===== src/rtl/gdn_pkg.sv =====
package gdn_pkg;

  localparam int unsigned MONTHS_PER_YEAR = 12;
  localparam logic [3:0] MONTH_JAN = 4'd1;
  localparam logic [3:0] MONTH_FEB = 4'd2;
  localparam logic [3:0] MONTH_DEC = 4'd12;
  localparam logic [4:0] FEB_LEAP_DAYS = 5'd29;
  localparam logic [9:0] YEAR_CYCLE = 10'd400;
  localparam logic [8:0] CENTURY_1 = 9'd100;
  localparam logic [8:0] CENTURY_2 = 9'd200;
  localparam logic [8:0] CENTURY_3 = 9'd300;
  localparam logic [8:0] CYCLE_LAST = 9'd399;

  // ceil(2^17 / 25), exact quotient for dividends up to 2048
  localparam logic [23:0] RECIP_25 = 24'd5243;

  // status codes
  localparam logic [1:0] STAT_OK    = 2'd0;
  localparam logic [1:0] STAT_MONTH = 2'd1;
  localparam logic [1:0] STAT_YEAR  = 2'd2;

  localparam logic [4:0] MONTH_LEN [MONTHS_PER_YEAR] = '{
    5'd31, 5'd28, 5'd31, 5'd30, 5'd31, 5'd30,
    5'd31, 5'd31, 5'd30, 5'd31, 5'd30, 5'd31
  };

  typedef struct packed {
    logic signed [15:0] year_in;
    logic        [3:0]  month_in;
    logic signed [15:0] day_in;
    logic signed [15:0] offset;
  } in_t;

  typedef struct packed {
    logic signed [15:0] year_out;
    logic        [3:0]  month_out;
    logic        [4:0]  day_out;
    logic        [1:0]  status;
  } out_t;

  typedef enum logic [1:0] {
    S_IDLE,
    S_RESID,
    S_STEP,
    S_DONE
  } state_t;

  // leap test on the year residue mod 400
  function automatic logic is_leap(logic [8:0] r);
    is_leap = (r[1:0] == 2'b00) && (r != CENTURY_1) && (r != CENTURY_2) &&
              (r != CENTURY_3);
  endfunction

  // month length for month 1..12
  function automatic logic [4:0] month_days(logic [3:0] m, logic lp);
    logic [3:0] idx;
    idx = m - 4'd1;
    if (m == MONTH_FEB && lp) begin
      month_days = FEB_LEAP_DAYS;
    end else begin
      month_days = MONTH_LEN[idx];
    end
  endfunction

endpackage


===== src/rtl/gregorian_date_normalize.sv =====
// Adds a signed day offset to a Gregorian date and walks month by month until
// the day falls inside its month, carrying the year at December and borrowing it
// at January (proleptic Gregorian leap years). One item is in flight at a time:
// after acceptance the year residue mod 400 is formed by a reciprocal multiply,
// then a single adder moves the day by one month length per cycle until it fits,
// crossing up to about 2155 months, and the result is registered once the
// previous result has been taken on out_ready. An invalid month (0 or 13..15)
// goes straight to the done state with no stepping and is registered with status 1
// once the output is free. Status 2 marks a final year outside the 16-bit range;
// year_out then holds its low 16 bits. in_ready is high only while the block is
// idle, which it becomes as the result is registered; the finished result sits in
// an output register.
module gregorian_date_normalize (
  input  logic          clk,
  input  logic          rst_n,
  input  logic          in_valid,
  output logic          in_ready,
  input  gdn_pkg::in_t  in_data,
  output logic          out_valid,
  input  logic          out_ready,
  output gdn_pkg::out_t out_data
);
  import gdn_pkg::*;

  state_t             state_r, state_nxt;
  logic signed [16:0] y_r, y_nxt;
  logic [3:0]         m_r, m_nxt;
  logic signed [17:0] d_r, d_nxt;
  logic [8:0]         r_r, r_nxt;
  logic               bad_r, bad_nxt;
  logic               out_valid_r, out_valid_nxt;
  out_t               out_data_r, out_data_nxt;

  logic               accept;
  logic               month_bad;
  logic               rem_start;
  logic               rem_done;
  logic [8:0]         rem_residue;

  assign in_ready  = (state_r == S_IDLE);
  assign accept    = in_valid && in_ready;
  assign month_bad = (in_data.month_in == 4'd0) || (in_data.month_in > MONTH_DEC);
  assign rem_start = accept && !month_bad;

  gdn_rem400 u_rem (
    .clk     (clk),
    .rst_n   (rst_n),
    .start   (rem_start),
    .year    (in_data.year_in),
    .done    (rem_done),
    .residue (rem_residue)
  );

  // neighbor months and their lengths
  logic               wrap_back, wrap_fwd;
  logic [3:0]         pm, nm;
  logic [8:0]         pr, nr;
  logic [4:0]         cur_len, prev_len;
  logic               go_back, go_fwd;
  logic signed [17:0] addend;

  always_comb begin
    wrap_back = (m_r == MONTH_JAN);
    wrap_fwd  = (m_r == MONTH_DEC);
    pm        = wrap_back ? MONTH_DEC : m_r - 4'd1;
    nm        = wrap_fwd ? MONTH_JAN : m_r + 4'd1;
    pr        = wrap_back ? ((r_r == 9'd0) ? CYCLE_LAST : r_r - 9'd1) : r_r;
    nr        = wrap_fwd ? ((r_r == CYCLE_LAST) ? 9'd0 : r_r + 9'd1) : r_r;
    cur_len   = month_days(m_r, is_leap(r_r));
    prev_len  = month_days(pm, is_leap(pr));
    go_back   = d_r[17] || (d_r == 18'sd0);
    go_fwd    = d_r > $signed({13'd0, cur_len});
    addend    = go_back ? $signed({13'd0, prev_len}) : -$signed({13'd0, cur_len});
  end

  // sequencer and datapath
  always_comb begin
    state_nxt     = state_r;
    y_nxt         = y_r;
    m_nxt         = m_r;
    d_nxt         = d_r;
    r_nxt         = r_r;
    bad_nxt       = bad_r;
    out_valid_nxt = out_valid_r && !out_ready;
    out_data_nxt  = out_data_r;
    case (state_r)
      S_IDLE: begin
        if (accept) begin
          y_nxt   = 17'(in_data.year_in);
          m_nxt   = in_data.month_in;
          d_nxt   = 18'(in_data.day_in) + 18'(in_data.offset);
          bad_nxt = month_bad;
          state_nxt = month_bad ? S_DONE : S_RESID;
        end
      end
      S_RESID: begin
        if (rem_done) begin
          r_nxt     = rem_residue;
          state_nxt = S_STEP;
        end
      end
      S_STEP: begin
        if (go_back) begin
          m_nxt = pm;
          r_nxt = pr;
          y_nxt = wrap_back ? y_r - 17'sd1 : y_r;
          d_nxt = d_r + addend;
        end else if (go_fwd) begin
          m_nxt = nm;
          r_nxt = nr;
          y_nxt = wrap_fwd ? y_r + 17'sd1 : y_r;
          d_nxt = d_r + addend;
        end else begin
          state_nxt = S_DONE;
        end
      end
      S_DONE: begin
        if (!out_valid_r || out_ready) begin
          out_valid_nxt          = 1'b1;
          out_data_nxt.year_out  = y_r[15:0];
          out_data_nxt.month_out = m_r;
          if (bad_r) begin
            out_data_nxt.day_out = 5'd0;
            out_data_nxt.status  = STAT_MONTH;
          end else begin
            out_data_nxt.day_out = d_r[4:0];
            out_data_nxt.status  = (y_r[16] != y_r[15]) ? STAT_YEAR : STAT_OK;
          end
          state_nxt = S_IDLE;
        end
      end
      default: begin
        state_nxt = S_IDLE;
      end
    endcase
  end

  always_ff @(posedge clk) begin
    if (!rst_n) begin
      state_r     <= S_IDLE;
      out_valid_r <= 1'b0;
    end else begin
      state_r     <= state_nxt;
      out_valid_r <= out_valid_nxt;
    end
    y_r        <= y_nxt;
    m_r        <= m_nxt;
    d_r        <= d_nxt;
    r_r        <= r_nxt;
    bad_r      <= bad_nxt;
    out_data_r <= out_data_nxt;
  end

  assign out_valid = out_valid_r;
  assign out_data  = out_data_r;

endmodule


===== src/rtl/gdn_rem400.sv =====
module gdn_rem400 (
  input  logic               clk,
  input  logic               rst_n,
  input  logic               start,
  input  logic signed [15:0] year,
  output logic               done,
  output logic [8:0]         residue
);
  import gdn_pkg::*;

  logic        v1_r, v1_nxt;
  logic        v2_r, v2_nxt;
  logic        done_r, done_nxt;
  logic [15:0] mag_r, mag_nxt;
  logic        neg_r, neg_nxt;
  logic [6:0]  quo_r, quo_nxt;
  logic [8:0]  rem_r, rem_nxt;
  logic [23:0] prod;
  logic [15:0] back;
  logic [15:0] diff;

  // magnitude on start, quotient by reciprocal next cycle, remainder after that
  always_comb begin
    v1_nxt   = start;
    v2_nxt   = v1_r;
    done_nxt = v2_r;
    mag_nxt  = mag_r;
    neg_nxt  = neg_r;
    // |y| / 400 is (|y| >> 4) / 25
    prod     = {12'd0, mag_r[15:4]} * RECIP_25;
    quo_nxt  = prod[23:17];
    back     = {9'd0, quo_r} * {6'd0, YEAR_CYCLE};
    diff     = mag_r - back;
    rem_nxt  = diff[8:0];
    if (start) begin
      neg_nxt = year[15];
      mag_nxt = year[15] ? 16'(-year) : 16'(year);
    end
  end

  always_ff @(posedge clk) begin
    if (!rst_n) begin
      v1_r   <= 1'b0;
      v2_r   <= 1'b0;
      done_r <= 1'b0;
    end else begin
      v1_r   <= v1_nxt;
      v2_r   <= v2_nxt;
      done_r <= done_nxt;
    end
    mag_r <= mag_nxt;
    neg_r <= neg_nxt;
    quo_r <= quo_nxt;
    rem_r <= rem_nxt;
  end

  // negative years fold into 0..399
  logic [9:0] folded;
  assign folded  = YEAR_CYCLE - {1'b0, rem_r};
  assign done    = done_r;
  assign residue = (neg_r && rem_r != 9'd0) ? folded[8:0] : rem_r;

endmodule


===== config.mk =====
export PLATFORM = sky130hd
export DESIGN_NAME = gregorian_date_normalize
export DESIGN_NICKNAME = d
export VERILOG_FILES = /design/src/rtl/gdn_pkg.sv /design/src/rtl/gregorian_date_normalize.sv /design/src/rtl/gdn_rem400.sv
export SDC_FILE = /design/constraint.sdc
export NUM_CORES = 1
export LEC_CHECK = 0
export ABC_AREA = 0
export BUFFER_PORTS_ARGS = -buffer_cell sky130_fd_sc_hd__buf_2
export CORE_ASPECT_RATIO = 2
export CORE_MARGIN = 2
export CORE_UTILIZATION = 35
export CTS_CLUSTER_DIAMETER = 60
export DETAILED_ROUTE_END_ITERATION = 7
export SYNTH_ARGS = -nofsm -noshare
export SYNTH_HDL_FRONTEND = slang
export SYNTH_HIERARCHICAL = 1
export SYNTH_SLANG_ARGS = --single-unit

===== constraint.sdc =====
create_clock -name clk -period 4.7 [get_ports clk]
set_input_delay 0 -clock clk [delete_from_list [all_inputs] [get_ports clk]]
set_output_delay 0 -clock clk [all_outputs]
set_load 0.005 [all_outputs]

==> summary.json, run 1 <==
{
  "placement": {
    "replace_congestion": 0.896,
    "post-place-cells": 1569,
    "detailedPlacementHpwl_mm": 20.1,
    "numPortBuffers": 84
  },
  "synthesis": {
    "gate_count_post_synth": 1088,
    "synthSimpleGateAreaFrac_pct": 13.0,
    "yosys_most_used_dff": "sky130_fd_sc_hd__edfxtp_1",
    "synth.distinct_cells": 84,
    "post_synth_mux_area_share_pct": 2.04,
    "synth.yosys.seq_area_share_pct": 30.1,
    "synth.top_cells.by_area": "sky130_fd_sc_hd__edfxtp_1 (26%), sky130_fd_sc_hd__ha_1 (17%), sky130_fd_sc_hd__fa_1 (8.5%)",
    "post_synth_fa_ha_maj_area_fraction_pct": 25.5,
    "synth.top_cell.area_share_pct": 26.3,
    "synth_largest_area_cell": "sky130_fd_sc_hd__edfxtp_1",
    "synth_top_family_by_area": "adder cells",
    "synthXorXnorAreaFrac_pct": 7.10,
    "async_flop_share_pct": 0,
    "synth_enable_flop_cells": 93,
    "synthesis.area_um2": 10600,
    "synth_compound_area_share_pct": 16.4,
    "synth_nets": 1333,
    "average_cell_area_after_synthesis_um2": 9.75,
    "synth-seq-cells": 113,
    "synth_warnings": 6
  },
  "job": {
    "max_cap_viol_count": 0
  },
  "timing": {
    "finalSetupTns_ns": 0,
    "clock_period_minus_worst_slack_ns": 4.50,
    "finalMaxSlewViolations": 0,
    "timing.hold.ws_ns": 0.0197,
    "setup-violations-final": 0,
    "max_slew.worst_pin.slew_ns": 1.03,
    "slew_headroom_pct": 30.7,
    "timing.final.hold_violations": 0,
    "final.setup_skew_ns": 0.0113,
    "fin_crit_sh_pct": 95.6,
    "clock.fmax_mhz": 222
  },
  "global_route": {
    "maximum_number_of_pins_on_one_net_before_global_route_repair": 60,
    "number_of_antenna_violations_at_the_first_check_in_global_routing": 0,
    "number_of_global_route_vias_before_repair": 8843,
    "grt_overall_usage_pct": 16.6,
    "wire_length_of_the_first_global_routing_pass_mm": 43.0,
    "gr-total-overflow": 0
  },
  "cts": {
    "cts_buffers": 17,
    "clk_transition_reported_paths_ns": 0.06,
    "cts_tree": "built",
    "clock_path_buffers": 2,
    "cts.sinks": 113,
    "worst_skew_pair.late_latency_ns": 0.43,
    "cts_root_buf": "sky130_fd_sc_hd__clkbuf_16",
    "h_tree_lvl_count": 4
  },
  "drt": {
    "routed-via-count": 8648,
    "drt_iter0_markers": 430,
    "totalWireLength_mm": 26.0,
    "drc": 0,
    "antenna_left": 0,
    "vias_per_cell": 5.32,
    "dr.pass1.iters": 5,
    "routedWlPerCell_um": 16.0
  },
  "die": {
    "num_rows": 90,
    "dieArea_um2": 31800,
    "die_w_um": 127,
    "fp.dieH_um": 250,
    "io_pins": 85,
    "placeableCoreArea_um2": 30000,
    "floorplan.initialDensity_pct": 35.4
  },
  "layout": {
    "final_layout_size_suffix_gt1_share_pct": 19.0,
    "mostFrequentLayoutCell": "sky130_fd_sc_hd__ha_1",
    "fin_nets": 1491,
    "areaGrowthSynthToFinish_pct": 20.4,
    "antenna_cells": 0,
    "most-common-layout-cells": "sky130_fd_sc_hd__ha_1 (138), sky130_fd_sc_hd__inv_1 (130), sky130_fd_sc_hd__edfxtp_1 (93)",
    "post_layout_nonfiller_instances": 1627
  },
  "status": {
    "outcome": "finished clean"
  },
  "min_path": {
    "timing.hold.worst.class": "input port to flop"
  },
  "setup_path": {
    "criticalPathCategory": "flop to flop",
    "worst_ep_arrival_time_ns": 4.80,
    "crit_fanout": 3,
    "worstSetupEndpointType": "flop",
    "timing.critical_path.required_ns": 5.01,
    "critPathLaunchType": "flop"
  }
}
[synth_stat cells, types with 13 or more instances]
| cell | number |
|---|---|
| sky130_fd_sc_hd__xor2_1 | 19 |
| sky130_fd_sc_hd__clkbuf_1 | 16 |
| sky130_fd_sc_hd__fa_1 | 45 |
| sky130_fd_sc_hd__inv_1 | 134 |
| sky130_fd_sc_hd__a31oi_1 | 15 |
| sky130_fd_sc_hd__edfxtp_1 | 93 |
| sky130_fd_sc_hd__nand3_1 | 29 |
| sky130_fd_sc_hd__nor3_1 | 20 |
| sky130_fd_sc_hd__nor2_1 | 65 |
| sky130_fd_sc_hd__dfxtp_1 | 20 |
| sky130_fd_sc_hd__ha_1 | 144 |
| sky130_fd_sc_hd__nand2_1 | 58 |
| sky130_fd_sc_hd__mux2_2 | 13 |
| sky130_fd_sc_hd__a21o_1 | 25 |
| sky130_fd_sc_hd__o21ai_0 | 46 |
| sky130_fd_sc_hd__a211oi_1 | 17 |
| sky130_fd_sc_hd__o21a_1 | 13 |
| sky130_fd_sc_hd__xnor2_1 | 67 |
| sky130_fd_sc_hd__a21oi_1 | 64 |
[final timing paths]
kind | end | start | slack, ns | cells past startpoint
worst max-delay path | u_rem/quo_r[3]$_DFF_P_ | u_rem/mag_r[7]$_DFFE_PP_ | 0.20 | 16
worst min-delay path | y_r[7]$_DFFE_PP_ | in_data[43] | 0.02 | 2
worst max register to register | u_rem/quo_r[3]$_DFF_P_ | u_rem/mag_r[7]$_DFFE_PP_ | 0.20 | 16
worst min register to register | u_rem/rem_r[1]$_DFF_P_ | u_rem/mag_r[1]$_DFFE_PP_ | 0.35 | 0
[flip-flops by register name, summed over array words and instances, names as in the netlist]
register        count
m_r                 4
r_r                 9
state_r             2
y_r                17
d_r                18
u_rem/mag_r        16
u_rem/v1_r          1
u_rem/neg_r         1
u_rem/done          1
out_data           27
u_rem/rem_r         9
out_valid           1
u_rem/quo_r         5
u_rem/done_nxt      1
bad_r               1
[stage by stage]
step,area (um2),setup slack (ns),util [%]
after floorplan,10600,0.0413,-
after global placement,11800,0.0394,39.3
after detailed placement,11800,-0.00566,39.3
after CTS,12600,0.00346,42.0
after global routing,12800,-0.0144,42.6
final,12800,0.205,42.6
[repair_timing]
action	in CTS	in global routing
endpoints found under the hold margin	33	0
gates cloned	0	0
gates resized for setup	1	28
pin swaps	0	19
setup endpoints to repair	1	10
setup buffers	0	6
hold buffers	20	0
[worst max-delay path: stages, from the launching register on]
cell and delay (ns):
sky130_fd_sc_hd__edfxtp_1 0.46, sky130_fd_sc_hd__fa_1 0.59, sky130_fd_sc_hd__inv_1 0.07, sky130_fd_sc_hd__fa_1 0.53, sky130_fd_sc_hd__inv_1 0.04, sky130_fd_sc_hd__ha_1 0.31, sky130_fd_sc_hd__fa_1 0.53, sky130_fd_sc_hd__inv_1 0.05
sky130_fd_sc_hd__fa_1 0.54, sky130_fd_sc_hd__inv_1 0.04, sky130_fd_sc_hd__ha_1 0.21, sky130_fd_sc_hd__a21o_1 0.16, sky130_fd_sc_hd__nand3_1 0.08, sky130_fd_sc_hd__a211oi_1 0.08, sky130_fd_sc_hd__a211o_1 0.32, sky130_fd_sc_hd__o31ai_2 0.26
sky130_fd_sc_hd__xnor2_1 0.10
[layer usage]
metal | up-vias | track usage [%] | routed length (um)
li1 | 4229 | - | -
met1 | 4172 | 23.0 | 12200
met2 | 222 | 26.5 | 12100
met3 | 25 | 3.18 | 1270
met4 | 0 | 4.46 | 362
met5 | - | 0 | 0
[final cells by class]
| cell class | count | area [um2] |
|---|---|---|
| clock buffers | 20 | 489 |
| clock inverters | 12 | 97.6 |
| fillers | 2905 | 17200 |
| inverters | 136 | 510 |
| multi-input cells | 814 | 6940 |
| flip-flops and latches | 113 | 3190 |
| well taps | 368 | 460 |
| repair buffers | 164 | 1070 |
[kinds of logic after synthesis]
logic type | count (synthesis)
XOR/XNOR | 86
AND/OR/NAND/NOR | 261
multiplexers | 20
AO/OA/AOI/OAI | 258
flip-flops | 113
adder cells (fa/ha/maj) | 189
buffers and inverters | 161
Power of run 1 is not shown: default switching activity piles up to over one toggle a cycle in this logic, so the estimate is an artifact.
==> run 2: changes to the inputs <==
Settings changed: CORE_MARGIN 2 to not set, SYNTH_HIERARCHICAL 1 to not set.
==> run 2 against run 1 <==
  * Fmax decreased by 4.1%
  * Wire length grew 7.3%
  * Count of clock-buffer cells in the layout down 2
  * Utilization up 0.26 points
  * Flip-flop and latch count unchanged
  * Worst setup slack got worse by 0.19 ns
  * Cell count fell by 2.5%
  * Non-clock buffer count up 5
  * Synthesized area decreased by 1.6%
  * Hold slack got worse by 0.0038 ns
  * Sequential share of layout area grew 0.32 points
  * Critical path type unchanged
  * Largest cell class unchanged
==> summary.json, run 2 <==
{
  "synthesis": {
    "synth_commonest_cells": "sky130_fd_sc_hd__ha_1 (140), sky130_fd_sc_hd__inv_1 (120), sky130_fd_sc_hd__edfxtp_1 (93)",
    "post-synth-top-count-cell": "sky130_fd_sc_hd__ha_1",
    "synthesis.area_um2": 10400,
    "synth_nets": 1294,
    "synth_largest_area_cell": "sky130_fd_sc_hd__edfxtp_1",
    "synth.top_cell.area_share_pct": 26.8,
    "synth_enable_flop_cells": 93,
    "average_cell_area_after_synthesis_um2": 9.95,
    "gate_count_post_synth": 1049,
    "synth-seq-cells": 113,
    "synth_warnings": 0,
    "async_flop_share_pct": 0,
    "synth.yosys.seq_area_share_pct": 30.6,
    "synth.distinct_cells": 80,
    "synth.top_cells.by_area": "sky130_fd_sc_hd__edfxtp_1 (27%), sky130_fd_sc_hd__ha_1 (17%), sky130_fd_sc_hd__fa_1 (9.4%)",
    "yosys_most_used_dff": "sky130_fd_sc_hd__edfxtp_1"
  },
  "setup_path": {
    "worstSetupEndpointType": "flop",
    "critical-path-top-cell-by-count": "sky130_fd_sc_hd__fa_1",
    "cpPeakStageDelay_ns": 0.61,
    "crit_path_buffers_inverters": 3,
    "worst_ep_arrival_time_ns": 5.00,
    "crit_family": "adder cells",
    "crit_fanout": 4,
    "timing.critical_path.required_ns": 5.01,
    "criticalPathCategory": "flop to flop",
    "cells_along_the_critical_path": "fa_1 > inv_2 > fa_1 > inv_1 > fa_1 > fa_1 > fa_1 > ha_4 > and4_1 > o211ai_1 > o311ai_4 > buf_4 > o41ai_4 > xnor2_1",
    "crit_path_top_delay_cell": "sky130_fd_sc_hd__fa_1",
    "critPathLaunchType": "flop"
  },
  "min_path": {
    "timing.hold.worst.class": "input port to flop"
  },
  "global_route": {
    "gr-total-overflow": 0,
    "maximum_number_of_pins_on_one_net_before_global_route_repair": 47,
    "grt_overall_usage_pct": 19.5,
    "number_of_global_route_vias_before_repair": 9109,
    "wire_length_of_the_first_global_routing_pass_mm": 44.6,
    "number_of_antenna_violations_at_the_first_check_in_global_routing": 0
  },
  "cts": {
    "cts.sinks": 113,
    "clock_path_buffers": 2,
    "cts_root_buf": "sky130_fd_sc_hd__clkbuf_16",
    "h_tree_lvl_count": 4,
    "cts_buffers": 17,
    "worst_skew_pair.late_latency_ns": 0.43,
    "cts_tree": "built",
    "clk_transition_reported_paths_ns": 0.06
  },
  "drt": {
    "routedWlPerCell_um": 17.6,
    "drt_iter0_markers": 326,
    "routed-via-count": 8472,
    "met2_length_mm": 16.3,
    "antenna_left": 0,
    "wl_met1_mm": 8.85,
    "dr.pass1.iters": 4,
    "vias_per_cell": 5.34,
    "met3_length_um": 677,
    "dr.max_layer_used": "met4",
    "totalWireLength_mm": 27.9,
    "drc": 0
  },
  "placement": {
    "detailedPlacementHpwl_mm": 22.5,
    "replace_congestion": 0.916,
    "numPortBuffers": 84,
    "dpl_cell_area_um2": 11600
  },
  "timing": {
    "grt_setup_unrepaired": "true",
    "clock_period_minus_worst_slack_ns": 4.69,
    "fin_crit_sh_pct": 99.7,
    "slew_headroom_pct": 46.1,
    "max_slew.worst_pin.slew_ns": 0.808,
    "clock.fmax_mhz": 213,
    "final.setup_skew_ns": 0.00794,
    "timing.hold.ws_ns": 0.0158,
    "finalMaxSlewViolations": 0,
    "timing.final.hold_violations": 0,
    "finalSetupTns_ns": 0,
    "setup-violations-final": 0
  },
  "die": {
    "placeableCoreArea_um2": 29400,
    "num_rows": 89,
    "fp.dieH_um": 246,
    "dieArea_um2": 30600,
    "io_pins": 85,
    "floorplan.initialDensity_pct": 35.5,
    "die_w_um": 124
  },
  "layout": {
    "largest_register_ff_count": 27,
    "most-common-layout-cells": "sky130_fd_sc_hd__ha_1 (133), sky130_fd_sc_hd__inv_1 (119), sky130_fd_sc_hd__edfxtp_1 (93)",
    "final_layout_size_suffix_gt1_share_pct": 19.1,
    "antenna_cells": 0,
    "mostFrequentLayoutCell": "sky130_fd_sc_hd__ha_1",
    "areaGrowthSynthToFinish_pct": 20.8,
    "final_design_area_no_fill_um2": 12600,
    "fin_nets": 1455
  },
  "job": {
    "max_cap_viol_count": 0
  },
  "status": {
    "outcome": "finished clean"
  }
}
run 2: cell types whose count changed in the layout (fill, tap and decap cells not counted), sizes merged, moves of 6 or more:
cell	before	now
nand2	58	49
nor2b	12	19
a21oi	65	56
a211o	10	3
inv	137	123
nand3	29	22
mux2i	7	14
a211oi	17	9
o31ai	13	7
o211ai	5	12
o21ai	50	57
run 2: cells by family (layout without fill, tap and decap cells):
group / Yosys count / in the layout / synth area share (%)
compound gates: 239 / 239 / 15.3
xor+xnor: 86 / 86 / 7.22
fa+ha+maj: 189 / 189 / 26.2
buf+inv: 148 / 322 / 5.59
flops: 113 / 113 / 30.6
mux: 29 / 29 / 3.00
simple gates: 245 / 245 / 12.2
run 2: final timing paths:
check	depth (start not counted)	startpoint	slack, ns	endpoint
setup / recovery	14	u_rem.mag_r[13]$_DFFE_PP_	0.01	u_rem.quo_r[4]$_DFF_P_
hold reg to reg	0	u_rem.mag_r[3]$_DFFE_PP_	0.35	u_rem.rem_r[3]$_DFF_P_
hold / removal	3	in_data[37]	0.02	u_rem.mag_r[1]$_DFFE_PP_
setup reg to reg	14	u_rem.mag_r[13]$_DFFE_PP_	0.01	u_rem.quo_r[4]$_DFF_P_
run 2: timing repair:
action | 4_1_cts | 5_1_grt
pin swaps | 6 | 21
endpoints found under the hold margin | 36 | 0
gates resized for setup | 12 | 23
endpoints found under the setup margin | 8 | 12
buffers inserted | 2 | 4
hold buffers | 22 | 0
run 2: area by class of cell:
type	instances	area (um2)
Fill cell	2937	16800
Timing Repair Buffer	169	1110
Clock inverter	14	115
Clock buffer	18	429
Multi-Input combinational cell	788	6850
Sequential cell	113	3190
Tap cell	364	455
Inverter	121	454
run 2: metrics by stage:
stage	worst slack, ns	util (%)	cells
after floorplan	0.0158	-	1049
after global placement	-0.171	39.6	1527
after detailed placement	-0.258	39.6	1527
after CTS	0.00931	42.4	1583
after global routing	-0.163	42.9	1587
final	0.0148	42.9	1587
run 2: per-layer routing:
layer,global-route usage (%),up-vias
met3,3.08,94
met1,16.3,4087
met5,0,-
met2,39.0,193
met4,14.1,0
li1,-,4098
run 2: tightest hold or removal path, stage by stage:
cell                      delay [ns]
sky130_fd_sc_hd__buf_2          0.11
sky130_fd_sc_hd__inv_1          0.07
sky130_fd_sc_hd__o21ai_0        0.16
Power of run 2 is left out for the same reason.
==> run 3: changes to the inputs <==
Settings changed: CORE_ASPECT_RATIO 2 to not set.
==> run 3 against run 2 <==
  * Cell count up 0.63%
  * Worst setup slack better by 0.039 ns
  * Count of clock-buffer cells in the layout up 1
  * Wire length down 13%
  * Die area down 0.14%
  * First-iteration DRC count up 41%
  * Hold slack worse by 0.0015 ns
  * Register-to-register slack better by 0.04 ns
  * Critical endpoint unchanged
  * Clock skew up 0.0020 ns
  * Flip-flop and latch count unchanged
==> summary.json, run 3 (same netlist as run 2, synthesis figures left out) <==
{
  "setup_path": {
    "timing.critical_path.required_ns": 5.00,
    "cpPeakStageDelay_ns": 0.55,
    "criticalPathCategory": "flop to flop",
    "crit_fanout": 3,
    "cells_along_the_critical_path": "fa_1 > fa_1 > inv_1 > fa_1 > inv_1 > fa_1 > fa_1 > ha_4 > a2111oi_4 > o21ai_1 > a31oi_2 > o311ai_4 > buf_6 > o41ai_4 > xnor2_1",
    "critPathLaunchType": "flop",
    "critical-path-top-cell-by-count": "sky130_fd_sc_hd__fa_1",
    "crit_path_top_delay_cell": "sky130_fd_sc_hd__fa_1",
    "worstSetupEndpointType": "flop",
    "worst_ep_arrival_time_ns": 4.94
  },
  "timing": {
    "clock.fmax_mhz": 215,
    "clock_period_minus_worst_slack_ns": 4.65,
    "final.setup_skew_ns": 0.00996,
    "slew_headroom_pct": 33.2,
    "grt_setup_unrepaired": "true",
    "max_slew.worst_pin.slew_ns": 1.00,
    "setup-violations-final": 0,
    "postLayoutSetupSlackWorst_ns": 0.0540,
    "fin_crit_sh_pct": 98.9,
    "finalMaxSlewViolations": 0,
    "timing.final.hold_violations": 0
  },
  "die": {
    "dieArea_um2": 30500,
    "fp.dieH_um": 175,
    "num_rows": 62,
    "floorplan.initialDensity_pct": 36.0,
    "die_w_um": 175,
    "io_pins": 85,
    "placeableCoreArea_um2": 29000
  },
  "status": {
    "outcome": "finished clean"
  },
  "drt": {
    "routed-via-count": 8173,
    "dr.pass1.iters": 5,
    "antenna_left": 0,
    "drc": 0,
    "routedWlPerCell_um": 15.1,
    "totalWireLength_mm": 24.2,
    "vias_per_cell": 5.12,
    "drt_iter0_markers": 459
  },
  "layout": {
    "fin_nets": 1445,
    "largest_register_ff_count": 27,
    "antenna_cells": 0,
    "areaGrowthSynthToFinish_pct": 20.9,
    "layout.core_utilization_pct": 43.5,
    "most-common-layout-cells": "sky130_fd_sc_hd__ha_1 (135), sky130_fd_sc_hd__inv_1 (118), sky130_fd_sc_hd__edfxtp_1 (93)",
    "final_layout_size_suffix_gt1_share_pct": 17.6,
    "mostFrequentLayoutCell": "sky130_fd_sc_hd__ha_1"
  },
  "cts": {
    "clk_transition_reported_paths_ns": 0.05,
    "cts.sinks": 113,
    "cts_buffers": 17,
    "h_tree_lvl_count": 4,
    "cts_root_buf": "sky130_fd_sc_hd__clkbuf_16",
    "clock_path_buffers": 2,
    "worst_skew_pair.late_latency_ns": 0.42,
    "cts_tree": "built"
  },
  "job": {
    "max_cap_viol_count": 0
  },
  "global_route": {
    "maximum_number_of_pins_on_one_net_before_global_route_repair": 49,
    "gr-total-overflow": 0,
    "wire_length_of_the_first_global_routing_pass_mm": 40.1,
    "number_of_global_route_vias_before_repair": 8212,
    "grt_overall_usage_pct": 16.3,
    "number_of_antenna_violations_at_the_first_check_in_global_routing": 0
  },
  "placement": {
    "dp_worst_setup_slack_ns": -0.189,
    "replace_congestion": 0.853,
    "detailedPlacementHpwl_mm": 18.7,
    "numPortBuffers": 84
  },
  "min_path": {
    "timing.hold.worst.class": "input port to flop"
  }
}
## run 3: cell count changes in the layout (fill, tap and decap cells not counted), sizes merged
cell and change:
clkinvlp -1, bufinv +3, clkinv -3, clkbuf +1, buf -10
## run 3: metrics by stage
stage,hold WS [ns],setup TNS (ns),instances,cell area (um2)
2_1_floorplan,0.0989,0,1049,10400
3_3_place_gp,0.266,-0.141,1532,11500
3_5_place_dp,0.274,-0.322,1532,11500
4_1_cts,0.00143,0,1592,12500
5_1_grt,0.0495,-0.304,1597,12600
6_report,0.0143,0,1597,12600
## run 3: worst paths after layout
kind / start / to / slack (ns) / depth (start not counted)
min reg2reg: u_rem.mag_r[3]$_DFFE_PP_ / u_rem.rem_r[3]$_DFF_P_ / 0.34 / 0
min: in_data[37] / u_rem.mag_r[3]$_DFFE_PP_ / 0.01 / 3
max reg2reg: u_rem.mag_r[12]$_DFFE_PP_ / u_rem.quo_r[4]$_DFF_P_ / 0.05 / 15
max: u_rem.mag_r[12]$_DFFE_PP_ / u_rem.quo_r[4]$_DFF_P_ / 0.05 / 15
## run 3: timing repair
item / CTS / global route
buffers inserted: 6 / 5
pin swaps: 11 / 25
gates resized for setup: 7 / 18
setup endpoints to repair: 3 / 14
endpoints found under the hold margin: 39 / 0
hold buffers: 22 / 0
## run 3: routing by layer
metal,global-route usage (%),wire length [um],share of wire [%]
met1,20.4,11000,45
met2,28.4,12000,50
met3,2.98,767,3.2
met4,4.60,427,1.8
met5,0,0,0
## run 3: layout make-up
| cell class | instances | area (um2) |
|---|---|---|
| fillers | 2834 | 16400 |
| well taps | 384 | 480 |
| repair buffers | 159 | 1050 |
| flip-flops and latches | 113 | 3190 |
| multi-input cells | 788 | 6820 |
| inverters | 121 | 454 |
| clock buffers | 19 | 433 |
| clock inverters | 13 | 185 |
## run 3: worst max-delay path, delay by kind of cell, from the launching register on
family / cells / cell delay, ns
adders and majority gates: 6 / 2.72
xor gates and xnor gates: 1 / 0.10
DFF: 1 / 0.42
AOI/OAI and AO/OA: 5 / 1.02
buffers and inverters: 3 / 0.25
Power of run 3 is left out for the same reason.
